==> config.mk <==
export PLATFORM = sky130hd
export DESIGN_NAME = crc16_frame_encoder
export DESIGN_NICKNAME = d
export VERILOG_FILES = /design/src/hw/rtl/cfe_pkg.sv /design/src/hw/rtl/crc16_frame_encoder.sv /design/src/hw/rtl/cfe_queue.sv /design/src/hw/rtl/cfe_front.sv /design/src/hw/rtl/cfe_back.sv
export SDC_FILE = /design/constraint.sdc
export NUM_CORES = 1
export LEC_CHECK = 0
export ABC_AREA = 1
export BUFFER_PORTS_ARGS = -buffer_cell sky130_fd_sc_hd__buf_2
export CORE_MARGIN = 2
export CORE_UTILIZATION = 40
export CTS_CLUSTER_DIAMETER = 200
export DETAILED_ROUTE_END_ITERATION = 10
export GPL_ROUTABILITY_DRIVEN = 0
export GPL_TIMING_DRIVEN = 1
export PLACE_DENSITY_LB_ADDON = 0.15
export SLEW_MARGIN = 20
export SYNTH_ARGS = -nofsm -noshare
export SYNTH_HDL_FRONTEND = slang
export SYNTH_SLANG_ARGS = --single-unit
==> constraint.sdc <==
create_clock -name clk_i -period 6.44 [get_ports clk_i]
set_input_delay 0.966 -clock clk_i [delete_from_list [all_inputs] [get_ports clk_i]]
set_output_delay 0.966 -clock clk_i [all_outputs]
set_load 0.005 [all_outputs]
==> src/hw/rtl/cfe_pkg.sv <==
// ---------------------------------------------------------------------------
// cfe_pkg
// Types, constants and the CRC step function of the CRC-16 frame encoder.
// ---------------------------------------------------------------------------
`default_nettype none

package cfe_pkg;

  // Input word: one start request or one payload byte.
  typedef struct packed {
    logic        start_req;
    logic [7:0]  message_type;
    logic [7:0]  flag_bits;
    logic [15:0] command_code;
    logic [31:0] sequence_number;
    logic [11:0] payload_length;
    logic [7:0]  data_byte;
  } in_t;

  // Output word: one frame byte or one error report.
  typedef struct packed {
    logic [7:0] out_byte;
    logic       last_byte;
    logic [1:0] error_code;
  } out_t;

  // Error codes.
  localparam logic [1:0] ERR_NONE     = 2'd0;
  localparam logic [1:0] ERR_LENGTH   = 2'd1;
  localparam logic [1:0] ERR_NO_FRAME = 2'd2;
  localparam logic [1:0] ERR_IN_FRAME = 2'd3;

  // Kind of work handed from the front end to the back end.
  typedef enum logic [1:0] {
    CMD_ERR,
    CMD_HDR,
    CMD_DATA
  } kind_e;

  // Queue entry: a classified input word.
  typedef struct packed {
    kind_e       kind;
    logic [1:0]  err;
    logic        has_data;
    logic        close;
    logic [7:0]  message_type;
    logic [7:0]  flag_bits;
    logic [15:0] command_code;
    logic [31:0] sequence_number;
    logic [11:0] payload_length;
    logic [7:0]  data_byte;
  } cmd_t;

  // Byte positions within the work of one queue entry.
  localparam int unsigned STEP_W = 5;
  localparam logic [STEP_W-1:0] STEP_HDR0     = 5'd0;
  localparam logic [STEP_W-1:0] STEP_HDR_LAST = 5'd15;
  localparam logic [STEP_W-1:0] STEP_DATA     = 5'd16;
  localparam logic [STEP_W-1:0] STEP_CRC_LO   = 5'd17;
  localparam logic [STEP_W-1:0] STEP_CRC_HI   = 5'd18;

  // Header constants.
  localparam logic [7:0] MAGIC_0     = 8'hAA;
  localparam logic [7:0] MAGIC_1     = 8'h55;
  localparam logic [7:0] HEADER_SIZE = 8'd16;

  // CRC-16/CCITT-FALSE.
  localparam logic [15:0] CRC_INIT = 16'hFFFF;
  localparam logic [15:0] CRC_POLY = 16'h1021;

  // Version register reset value.
  localparam logic [7:0] VERSION_RESET = 8'd1;

  // Fold one byte into the CRC, MSB first.
  function automatic logic [15:0] crc16_byte(logic [15:0] crc, logic [7:0] b);
    logic [15:0] c;
    c = crc ^ {b, 8'h00};
    for (int i = 0; i < 8; i++) begin
      c = c[15] ? ({c[14:0], 1'b0} ^ CRC_POLY) : {c[14:0], 1'b0};
    end
    return c;
  endfunction

endpackage

`default_nettype wire

==> src/hw/rtl/crc16_frame_encoder.sv <==
// ---------------------------------------------------------------------------
// crc16_frame_encoder
// Builds framed packets with a 16-byte header and a trailing CRC-16.
// ---------------------------------------------------------------------------
// Input words arrive on in_valid_i/in_stall_o. A start word opens a frame and
// yields the 16 header bytes, then the first payload byte if the length is not
// zero; each later word yields one payload byte. The last payload byte is
// followed by the CRC-16/CCITT-FALSE of the frame, low byte first. Misuse
// gives one error word with out_byte zero. Output words leave on
// out_valid_o/out_stall_i; last_byte marks the final output of an input word.
// The first output of a word goes through the queue and the output register.
// Payload words that do not close the frame stream at one per cycle while the
// output is not stalled; a start word holds the output sequencer for its header
// bytes, which it emits one per cycle unless the output is stalled. A two-entry queue
// between the classifier and the sequencer keeps input accepted while output
// is stalled, until the queue fills. Reset closes any frame, empties the queue
// and sets the version register to 1. The version register lies at address 0
// of the APB port.
// ---------------------------------------------------------------------------
`default_nettype none

module crc16_frame_encoder
  import cfe_pkg::*;
#(
  parameter int unsigned MAX_PAYLOAD = 2048,
  parameter int unsigned QUEUE_DEPTH = 2
) (
  input  wire  logic        clk_i,
  input  wire  logic        rst_ni,
  input  wire  logic        in_valid_i,
  output logic              in_stall_o,
  input  wire  in_t         in_data_i,
  output logic              out_valid_o,
  input  wire  logic        out_stall_i,
  output out_t              out_data_o,
  input  wire  logic        psel,
  input  wire  logic        penable,
  input  wire  logic        pwrite,
  input  wire  logic [2:0]  paddr,
  input  wire  logic [31:0] pwdata,
  output logic [31:0]       prdata,
  output logic              pready
);

  logic [7:0] version_q;
  logic       q_full, q_push, q_pop, q_valid;
  cmd_t       q_in, q_head;
  logic       reg_sel;

  // Configuration register.
  assign pready  = 1'b1;
  assign reg_sel = (paddr[2] == 1'b0);
  assign prdata  = reg_sel ? {24'b0, version_q} : 32'b0;

  always_ff @(posedge clk_i or negedge rst_ni) begin
    if (!rst_ni) begin
      version_q <= VERSION_RESET;
    end else if (psel && penable && pwrite && pready && reg_sel) begin
      version_q <= pwdata[7:0];
    end
  end

  // Front end: classify input words.
  cfe_front #(
    .MAX_PAYLOAD (MAX_PAYLOAD)
  ) u_front (
    .clk_i      (clk_i),
    .rst_ni     (rst_ni),
    .in_valid_i (in_valid_i),
    .in_stall_o (in_stall_o),
    .in_data_i  (in_data_i),
    .q_full_i   (q_full),
    .push_o     (q_push),
    .cmd_o      (q_in)
  );

  // Queue between front and back.
  cfe_queue #(
    .DEPTH (QUEUE_DEPTH)
  ) u_queue (
    .clk_i       (clk_i),
    .rst_ni      (rst_ni),
    .push_i      (q_push),
    .push_data_i (q_in),
    .full_o      (q_full),
    .pop_i       (q_pop),
    .valid_o     (q_valid),
    .head_o      (q_head)
  );

  // Back end: emit frame bytes.
  cfe_back u_back (
    .clk_i        (clk_i),
    .rst_ni       (rst_ni),
    .version_i    (version_q),
    .head_valid_i (q_valid),
    .head_i       (q_head),
    .pop_o        (q_pop),
    .out_valid_o  (out_valid_o),
    .out_stall_i  (out_stall_i),
    .out_data_o   (out_data_o)
  );

endmodule

`default_nettype wire

==> src/hw/rtl/cfe_queue.sv <==
// ---------------------------------------------------------------------------
// cfe_queue
// Short first-in first-out queue of classified words between front and back.
// ---------------------------------------------------------------------------
`default_nettype none

module cfe_queue
  import cfe_pkg::*;
#(
  parameter int unsigned DEPTH = 2
) (
  input  wire  logic clk_i,
  input  wire  logic rst_ni,
  input  wire  logic push_i,
  input  wire  cmd_t push_data_i,
  output logic       full_o,
  input  wire  logic pop_i,
  output logic       valid_o,
  output cmd_t       head_o
);

  localparam int unsigned PW = (DEPTH > 1) ? $clog2(DEPTH) : 1;
  localparam int unsigned CW = $clog2(DEPTH + 1);

  cmd_t          mem_q [DEPTH];
  logic [PW-1:0] wr_ptr_q, wr_ptr_d;
  logic [PW-1:0] rd_ptr_q, rd_ptr_d;
  logic [CW-1:0] cnt_q, cnt_d;

  assign full_o  = (cnt_q == CW'(DEPTH));
  assign valid_o = (cnt_q != '0);
  assign head_o  = mem_q[rd_ptr_q];

  // Pointer and fill count updates.
  always_comb begin
    wr_ptr_d = wr_ptr_q;
    rd_ptr_d = rd_ptr_q;
    cnt_d    = cnt_q;
    if (push_i) begin
      wr_ptr_d = (wr_ptr_q == PW'(DEPTH - 1)) ? '0 : wr_ptr_q + 1'b1;
    end
    if (pop_i) begin
      rd_ptr_d = (rd_ptr_q == PW'(DEPTH - 1)) ? '0 : rd_ptr_q + 1'b1;
    end
    if (push_i && !pop_i) begin
      cnt_d = cnt_q + 1'b1;
    end else if (!push_i && pop_i) begin
      cnt_d = cnt_q - 1'b1;
    end
  end

  always_ff @(posedge clk_i or negedge rst_ni) begin
    if (!rst_ni) begin
      wr_ptr_q <= '0;
      rd_ptr_q <= '0;
      cnt_q    <= '0;
    end else begin
      wr_ptr_q <= wr_ptr_d;
      rd_ptr_q <= rd_ptr_d;
      cnt_q    <= cnt_d;
    end
  end

  // Entry storage.
  always_ff @(posedge clk_i) begin
    if (push_i) begin
      mem_q[wr_ptr_q] <= push_data_i;
    end
  end

endmodule

`default_nettype wire

==> src/hw/rtl/cfe_front.sv <==
// ---------------------------------------------------------------------------
// cfe_front
// Accepts input words, tracks the open frame and classifies each word.
// ---------------------------------------------------------------------------
`default_nettype none

module cfe_front
  import cfe_pkg::*;
#(
  parameter int unsigned MAX_PAYLOAD = 2048
) (
  input  wire  logic clk_i,
  input  wire  logic rst_ni,
  input  wire  logic in_valid_i,
  output logic       in_stall_o,
  input  wire  in_t  in_data_i,
  input  wire  logic q_full_i,
  output logic       push_o,
  output cmd_t       cmd_o
);

  logic        frame_open_q, frame_open_d;
  logic [11:0] bytes_left_q, bytes_left_d;
  logic        too_long;

  assign in_stall_o = q_full_i;
  assign push_o     = in_valid_i && !q_full_i;
  assign too_long   = ({4'b0, in_data_i.payload_length} > 16'(MAX_PAYLOAD));

  // Classify the word and work out the frame state after it.
  always_comb begin
    frame_open_d          = frame_open_q;
    bytes_left_d          = bytes_left_q;
    cmd_o.kind            = CMD_ERR;
    cmd_o.err             = ERR_NONE;
    cmd_o.has_data        = 1'b0;
    cmd_o.close           = 1'b0;
    cmd_o.message_type    = in_data_i.message_type;
    cmd_o.flag_bits       = in_data_i.flag_bits;
    cmd_o.command_code    = in_data_i.command_code;
    cmd_o.sequence_number = in_data_i.sequence_number;
    cmd_o.payload_length  = in_data_i.payload_length;
    cmd_o.data_byte       = in_data_i.data_byte;
    if (in_data_i.start_req) begin
      if (frame_open_q) begin
        cmd_o.err = ERR_IN_FRAME;
      end else if (too_long) begin
        cmd_o.err = ERR_LENGTH;
      end else begin
        cmd_o.kind     = CMD_HDR;
        cmd_o.has_data = (in_data_i.payload_length != '0);
        cmd_o.close    = (in_data_i.payload_length <= 12'd1);
        frame_open_d   = (in_data_i.payload_length > 12'd1);
        bytes_left_d   = in_data_i.payload_length - 1'b1;
      end
    end else if (!frame_open_q) begin
      cmd_o.err = ERR_NO_FRAME;
    end else begin
      cmd_o.kind     = CMD_DATA;
      cmd_o.has_data = 1'b1;
      cmd_o.close    = (bytes_left_q == 12'd1);
      frame_open_d   = (bytes_left_q != 12'd1);
      bytes_left_d   = bytes_left_q - 1'b1;
    end
  end

  always_ff @(posedge clk_i or negedge rst_ni) begin
    if (!rst_ni) begin
      frame_open_q <= 1'b0;
      bytes_left_q <= '0;
    end else if (push_o) begin
      frame_open_q <= frame_open_d;
      bytes_left_q <= bytes_left_d;
    end
  end

endmodule

`default_nettype wire

==> src/hw/rtl/cfe_back.sv <==
// ---------------------------------------------------------------------------
// cfe_back
// Sequences header, payload and CRC bytes of each queued word into the output.
// ---------------------------------------------------------------------------
`default_nettype none

module cfe_back
  import cfe_pkg::*;
(
  input  wire  logic       clk_i,
  input  wire  logic       rst_ni,
  input  wire  logic [7:0] version_i,
  input  wire  logic       head_valid_i,
  input  wire  cmd_t       head_i,
  output logic             pop_o,
  output logic             out_valid_o,
  input  wire  logic       out_stall_i,
  output out_t             out_data_o
);

  logic              out_valid_q;
  out_t              out_q;
  logic [15:0]       crc_q;
  logic              busy_q;
  logic [STEP_W-1:0] step_q, step_d;
  logic [STEP_W-1:0] step;
  logic [7:0]        hdr [16];
  logic [15:0]       crc_base;
  logic              advance, fire, done;
  out_t              res;

  assign out_valid_o = out_valid_q;
  assign out_data_o  = out_q;
  assign advance     = !out_valid_q || !out_stall_i;
  assign fire        = advance && head_valid_i;
  assign pop_o       = fire && done;

  // Current byte position; a new payload word starts at the data position.
  assign step = busy_q ? step_q : ((head_i.kind == CMD_DATA) ? STEP_DATA : STEP_HDR0);
  assign crc_base = (step == STEP_HDR0) ? CRC_INIT : crc_q;

  // Header bytes of the word at the head.
  always_comb begin
    hdr[0]  = MAGIC_0;
    hdr[1]  = MAGIC_1;
    hdr[2]  = version_i;
    hdr[3]  = HEADER_SIZE;
    hdr[4]  = head_i.message_type;
    hdr[5]  = head_i.flag_bits;
    hdr[6]  = head_i.command_code[7:0];
    hdr[7]  = head_i.command_code[15:8];
    hdr[8]  = head_i.sequence_number[7:0];
    hdr[9]  = head_i.sequence_number[15:8];
    hdr[10] = head_i.sequence_number[23:16];
    hdr[11] = head_i.sequence_number[31:24];
    hdr[12] = head_i.payload_length[7:0];
    hdr[13] = {4'b0, head_i.payload_length[11:8]};
    hdr[14] = 8'h00;
    hdr[15] = 8'h00;
  end

  // Result byte, end-of-word flag and next position.
  always_comb begin
    res.out_byte   = 8'h00;
    res.last_byte  = 1'b0;
    res.error_code = ERR_NONE;
    done           = 1'b0;
    step_d         = step + 1'b1;
    if (head_i.kind == CMD_ERR) begin
      res.last_byte  = 1'b1;
      res.error_code = head_i.err;
      done           = 1'b1;
    end else if (step < STEP_DATA) begin
      res.out_byte = hdr[step[3:0]];
      if (step == STEP_HDR_LAST) begin
        step_d = head_i.has_data ? STEP_DATA : STEP_CRC_LO;
      end
    end else if (step == STEP_DATA) begin
      res.out_byte  = head_i.data_byte;
      res.last_byte = !head_i.close;
      done          = !head_i.close;
    end else if (step == STEP_CRC_LO) begin
      res.out_byte = crc_q[7:0];
    end else begin
      res.out_byte  = crc_q[15:8];
      res.last_byte = 1'b1;
      done          = 1'b1;
    end
  end

  // Sequencer and CRC state.
  always_ff @(posedge clk_i or negedge rst_ni) begin
    if (!rst_ni) begin
      out_valid_q <= 1'b0;
      crc_q       <= CRC_INIT;
      busy_q      <= 1'b0;
      step_q      <= STEP_HDR0;
    end else begin
      if (advance) begin
        out_valid_q <= fire;
      end
      if (fire) begin
        busy_q <= !done;
        step_q <= step_d;
        if (head_i.kind != CMD_ERR) begin
          if (step <= STEP_DATA) begin
            crc_q <= crc16_byte(crc_base, res.out_byte);
          end else if (step == STEP_CRC_HI) begin
            crc_q <= CRC_INIT;
          end
        end
      end
    end
  end

  // Output payload register.
  always_ff @(posedge clk_i) begin
    if (fire) begin
      out_q <= res;
    end
  end

endmodule

`default_nettype wire

# ---- After elaboration in Yosys (flattened, before gate mapping)
# Memories as Yosys holds them, arrays and structs flattened.
# Index checks and enable logic that the tools add are counted.
# Widths: inputs -> output; s select.
dict set report classes {
  bitwise 11
  muxes 54
  n_eq_ne 10
  order_cmp 6
  n_reduce_logical 26
  n_addsub 7
}
# cell count
set op_table {}
lappend op_table {{$mux 13} 8}
lappend op_table {{$mux 12} 4}
lappend op_table {{$mux 16} 3}
lappend op_table {{$mux 8} 6}
lappend op_table {{$bmux 8 s4} 1}
lappend op_table {{$mux 5} 5}
lappend op_table {{$not 3->3} 8}
lappend op_table {{$sub 12x1->12 const B} 2}
lappend op_table {{$mux 1} 17}
lappend op_table {{$mux 2} 8}
lappend op_table {{$xor 16x16->16} 1}
lappend op_table {{$eq 5x5->1 const B} 3}
lappend op_table {{$eq 12x1->1 const B} 1}
lappend op_table {{$gt 12x1->1 const B} 1}
lappend op_table {{$gt 12x12->1 const B} 1}
lappend op_table {{$le 12x1->1 const B} 1}
lappend op_table {{$ne 12x1->1 const B} 1}
lappend op_table {{$reduce_bool 12->1} 1}
lappend op_table {{$reduce_bool 2->1} 5}
lappend op_table {{$mux 9} 1}
lappend op_table {{$logic_and 1x1->1} 8}
lappend op_table {{$logic_not 1->1} 7}
lappend op_table {{$mux 6} 1}
lappend op_table {{$add 5x1->5 const B} 1}
lappend op_table {{17 further kinds} 19}
dict set report totals {
  output_inout_bits 46
  ram_bits 180
  ff_bits 59
  mem_count 1
}
# name words width read_ports rd_ports_with_merged_regs write_ports line_no
set memory_table {}
lappend memory_table {u_queue.mem_q 2 90 1 0 1 cfe_queue.sv:25} ;# cmd_t mem_q [DEPTH];

# ---- Logic depth before layout (Yosys ltp)
# An unclocked memory read counts as a cell.
dict set report depth {
  ltp_word 28
  mapped_depth 21
  ltp_nobuf 20
}

# ---- Cells and area by module
# From an unflattened synthesis, not the netlist that was laid out.
dict set report hier_totals {
  cells_unflattened 1288
  hier_area_um2 12873.6
}
# module cells_per_inst area_per_inst_um2 instances
set modules_own_cells {}
lappend modules_own_cells {cfe_queue 305 6760.2 1}
lappend modules_own_cells {cfe_back 580 3503.4 1}
lappend modules_own_cells {cfe_front 322 1999.4 1}
lappend modules_own_cells {crc16_frame_encoder 81 610.6 1}

# ---- Worst setup path before layout
# OpenSTA, ideal clock, no wires.
dict set report synth_timing {
  path_kind {input port to flip-flop}
  startpoint {input port in_valid_i}
  endpoint {memory u_queue.mem_q[1][0] (netlist bit) (enable)}
  cell_stages 2
  path_buffers 0
  setup_time_ps 541
  slack_ps 868
  arrival_time_ps 5031
  path_cell_list {o21ai_0 -> nor2_1}
}
dict set report synth_via {
  elab_chain_cells 3
}
# element line_no
set synth_rtl {}
lappend synth_rtl {{from (decl)} crc16_frame_encoder.sv:30} ;# input wire logic in_valid_i,
lappend synth_rtl {{$logic_and 1x1->1} cfe_front.sv:27} ;# assign push_o = in_valid_i && !q_full_i;
lappend synth_rtl {{$mux 1} cfe_queue.sv:66} ;# if (push_i) begin
lappend synth_rtl {{$mux 1 (not written as such)} cfe_queue.sv:67} ;# mem_q[wr_ptr_q] <= push_data_i;
lappend synth_rtl {{to (decl)} cfe_queue.sv:25}
# No other way between the ends.

# ---- Final worst setup path
dict set report layout_timing {
  startpoint {register u_queue.rd_ptr_q}
  endpoint {register u_back.crc_q[13]}
}
dict set report layout_via {
  elab_chain_cells 16
}
# element line_no
set layout_rtl {}
lappend layout_rtl {{from (decl)} cfe_queue.sv:27} ;# logic [PW-1:0] rd_ptr_q, rd_ptr_d;
lappend layout_rtl {{from (signal assigned)} cfe_queue.sv:59} ;# rd_ptr_q <= rd_ptr_d;
lappend layout_rtl {{$mem_v2 2x90 *} n/a}
lappend layout_rtl {{$eq 2x2->1} cfe_back.sv:39} ;# assign step = busy_q ? step_q : ((head_i.kind == CMD_DATA) ? STEP_DATA : STEP_HDR0);
lappend layout_rtl {{$mux 5 (2 in a row)} cfe_back.sv:39}
lappend layout_rtl {{$eq 5x5->1 / $logic_not 5->1 (equally long branches)} {cfe_back.sv:82, cfe_back.sv:40}}
lappend layout_rtl {{$mux 8 / $mux 16 (equally long branches)} {cfe_back.sv:82, cfe_back.sv:40}}
lappend layout_rtl {{$mux 9 / $xor 16x16->16 (equally long branches)} {cfe_back.sv:78, cfe_pkg.sv:77}}
lappend layout_rtl {{$mux 8 / $mux 13 (equally long branches)} {cfe_back.sv:73, cfe_pkg.sv:79}}
lappend layout_rtl {{$mux 8 / $mux 13 (equally long branches)} {cfe_back.sv:69, cfe_pkg.sv:79}}
lappend layout_rtl {{$xor 16x16->16 / $mux 13 (equally long branches)} {cfe_pkg.sv:77, cfe_pkg.sv:79}}
lappend layout_rtl {{$mux 13 (2 in a row)} cfe_pkg.sv:79} ;# c = c[15] ? ({c[14:0], 1'b0} ^ CRC_POLY) : {c[14:0], 1'b0};
lappend layout_rtl {{$not 3->3 (no source line) / $mux 13 (equally long branches)} n/a}
lappend layout_rtl {{$mux 13 / $not 3->3 (equally long branches)} n/a}
lappend layout_rtl {{$mux 13} cfe_pkg.sv:79}
lappend layout_rtl {{$mux 16} cfe_back.sv:106} ;# if (step <= STEP_DATA) begin
lappend layout_rtl {{to (signal assigned)} cfe_back.sv:107} ;# crc_q <= crc16_byte(crc_base, res.out_byte);
lappend layout_rtl {{to (decl)} cfe_back.sv:23} ;# logic [15:0] crc_q;
# Mark *: on every way between the ends. The rest lies on a longest branch, timed or not. The select of a mux whose other input is x is not followed.
# A chain may end at the register's enable or synchronous reset.

==> flow_metrics.py <==
metrics = {
    "run_status": {
        "status": "finished clean",
    },
    "synthesis": {
        "yosysWarnings": 0,
        "syn_avg_cell_area_um2": 9.11,
        "synth_area_leader_cell": "edfxtp_1",
        "synth_area_leaders": "edfxtp_1 (49%), nand2_1 (13%), dfrtp_1 (6.6%)",
        "synth_ff_type": "edfxtp_1",
        "async_flop_share_pct": 20.1,
        "syn-cell-area_mm2": 0.0117,
        "seq_area_frac_synth_pct": 59.3,
        "synth_cell_types": 44,
        "synth-seq-cells": 239,
        "synth_edf_count": 191,
        "synth_top_area_share_pct": 48.8,
        "postSynthCellCount": 1289,
    },
    "clocking": {
        "clkLatencyLatePin_ns": 0.54,
        "clock_path_buffers": 3,
        "cts_root_buf": "clkbuf_16",
        "cts_hold_buf": 0,
        "clk_pin_slew_ns": 0.06,
        "htree_levels": 1,
        "cts_setup_buffers": 0,
        "numCtsBuffers": 27,
        "ctsResizeCount": 0,
        "cts_tree": "yes",
        "clkSinkCount": 239,
    },
    "grt": {
        "grt_usage_pct": 18.3,
        "grt_start_max_net_pins": 84,
        "antenna_found_initial": 0,
        "grt.overflow.total": 0,
        "grt_pass1_vias": 8172,
        "grt_pass1_wl_um": 44200,
    },
    "worst_setup_path": {
        "crit_start": "u_queue.rd_ptr_q",
        "crit_type": "reg2reg",
        "critPathCaptureType": "register",
        "reg2reg_depth": 16,
        "critPathMaxStageDelay_ns": 0.76,
        "r2r-end": "u_back.crc_q[13]",
        "crit_fanout": 83,
        "r2r_start": "u_queue.rd_ptr_q",
        "required_ns": 6.91,
        "crit_arrival_ns": 3.86,
        "path_cells": "buf_4 > nand2_1 > nand2_1 > nand2_1 > nand2_1 > nand2_1 > nand2_2 > nand2_1 > inv_1 > nand4_1 > nand2_1 > nand2_1 > nand3_1 > nand3_1 > nand2_1 > inv_1",
        "r2r_setup_slack_ns": 3.05,
        "cp-start-kind": "register",
        "crit_slowest_cell": "buf_4",
        "endpoint": "u_back.crc_q[13]",
        "crit_top_cell": "nand2_1",
    },
    "routing": {
        "met3_length_um": 1590,
        "wire_per_inst_um": 15.6,
        "ant_nets": 0,
        "vias": 8664,
        "drt_iter0_markers": 510,
        "met1_length_um": 13400,
        "drc": 0,
        "drt_first_pass_iters": 5,
        "top_layer": "met4",
        "routed_wl_um": 28300,
        "routed_via_density": 4.79,
        "wl_met2_um": 12900,
    },
    "timing": {
        "slew_violations": 0,
        "post-route-period-util_pct": 52.7,
        "layout_min_cycle_time_ns": 3.39,
        "max_freq_mhz": 295,
        "hold_violations": 0,
        "fin_skew_ns": 0.0123,
        "setup_tns_ns": 0,
        "rsz0062_at_grt": "false",
        "finalSetupViolCount": 0,
        "relSlewSlack_pct": 25.2,
        "worst_pin_slew_ns": 1.11,
    },
    "floorplan": {
        "rows": 62,
        "ioPinCount": 173,
        "dieHeight_um": 175,
        "die_w_um": 175,
        "start_util_pct": 40.8,
        "fp.coreArea_mm2": 0.0288,
        "die_area_mm2": 0.0307,
    },
    "finish": {
        "fin_cells": 1809,
        "syn_to_final_growth_pct": 14.4,
        "nFillCells": 2798,
        "diodes": 0,
        "nets": 1543,
        "drive_gt1_share_pct": 15.9,
    },
    "placed_design": {
        "dp_hpwl_um": 18800,
        "placed_cells_incl_taps": 1759,
        "io_buffers": 121,
    },
    "hold_path": {
        "holdPathStages": 2,
        "hold_path.class": "reg2reg",
    },
    "power": {
        "p_leak_nw": 6.13,
        "power_density_mw_per_mm2": 519,
        "ir_drop_mv": 0.294,
    },
    "run": {
        "maxCapViolations": 0,
    },
}
worst min-delay path by stage:
stage	start	slack, ns	endpoint
2_1_floorplan	u_front.bytes_left_q[9]	0.47	u_front.bytes_left_q[9]
3_3_place_gp	u_back.out_valid_o	0.48	u_back.out_valid_o
3_5_place_dp	u_back.out_valid_o	0.49	u_back.out_valid_o
4_1_cts	u_back.out_valid_o	0.50	u_back.out_valid_o
5_1_grt	u_back.out_valid_o	0.54	u_back.out_valid_o
6_report	u_back.out_valid_o	0.50	u_back.out_valid_o
cell type report:
| class | instances | area, um^2 | area share, % |
|---|---|---|---|
| sequential | 239 | 6960 | 51.8 |
| multi-input combinational | 839 | 3820 | 28.4 |
| clock buffer | 39 | 761 | 5.66 |
| timing repair buffer | 128 | 658 | 4.90 |
| inverter | 169 | 637 | 4.74 |
| tap | 384 | 480 | 3.58 |
| clock inverter | 11 | 118 | 0.876 |
worst max-delay path: cells and delay by family (launching register included):
family / cells / cell delay (ns)
and+or+nand+nor: 13 / 1.89
buffers and inverters: 3 / 0.90
DFF: 1 / 0.52
power by group:
| part | switching, mW | total, mW | internal [mW] |
|---|---|---|---|
| sequential | 0.176 | 2.41 | 2.23 |
| clock | 0.607 | 1.51 | 0.901 |
| combinational | 2.17 | 3.05 | 0.877 |
cell usage in the layout, fill, tap and decap left out, types with 2 or more instances in the layout:
cell,n
o31ai_1,5
buf_2,121
dfstp_2,17
clkbuf_1,8
buf_4,7
a21boi_1,3
nand2_2,16
a21oi_1,51
nand3_1,107
clkinvlp_4,2
nor3_1,3
xor2_1,3
o22ai_1,3
o21ai_0,60
clkinv_1,3
ha_1,12
nor2_4,5
edfxtp_1,191
nand2_4,2
nor2_1,108
o211ai_1,7
conb_1,25
clkbuf_16,27
bufinv_16,2
nand4_1,6
inv_2,8
a31oi_1,3
nand2_1,393
clkinv_2,5
o21ai_1,13
clkbuf_8,4
inv_1,157
dfrtp_1,30
state kept, by name, indices dropped and copies added, names as in the netlist:
| register | cells |
|---|---|
| u_queue.mem_q | 180 |
| u_back.crc_q | 16 |
| u_front.bytes_left_q | 12 |
| u_back.out_data_o | 11 |
| version_q | 8 |
| u_back.step_q | 5 |
| u_queue.cnt_q | 2 |
| u_back.busy_q | 1 |
| u_back.out_valid_o | 1 |
| u_front.frame_open_q | 1 |
| u_queue.rd_ptr_q | 1 |
| u_queue.wr_ptr_q | 1 |
through the flow:
stage               setup WS [ns]  hold slack, ns  area (um^2)  total power [mW]  util (%)
detailed placement           2.81           0.486        12600              5.51      43.6
floorplan                   0.868           0.465        11800              4.72         -
global route                 2.69           0.543        13400              7.56      46.7
finish                       3.05           0.496        13400              6.96      46.7
global placement             2.84           0.485        12600              5.46      43.6
CTS                          3.02           0.501        13400              7.04      46.7
Yosys cell counts, types with 2 or more instances:
cell type    n
inv_2        8
dfstp_2     17
buf_2       14
conb_1       2
nand2_1    393
o211ai_1     7
clkinv_1     3
nor2_1     110
nand4_1      6
o22ai_1      3
xor2_1       3
buf_6        2
o21ai_1     13
dfrtp_1     31
edfxtp_1   191
a31oi_1      3
ha_1        12
clkbuf_1     8
buf_4       41
a21boi_1     3
nor3_1       3
o21ai_0     60
nor2_4       3
nand3_1    107
inv_1      157
nand2_4      2
a21oi_1     51
nand2_2     16
o31ai_1      5
kinds of logic after synthesis:
group,share of synthesized area (%)
other,0.0640
adders and majority gates,1.28
xor gates and xnor gates,0.298
buffers and inverters,9.09
and+or+nand+nor,23.0
DFF,59.3
AOI/OAI and AO/OA,6.99
routing by layer:
layer / global-route usage (%) / vias up
li1: - / 4393
met1: 26.6 / 4026
met2: 29.1 / 219
met3: 2.86 / 26
met4: 4.06 / 0
met5: 0 / -
No activity file was read; power rests on OpenSTA's default activity.
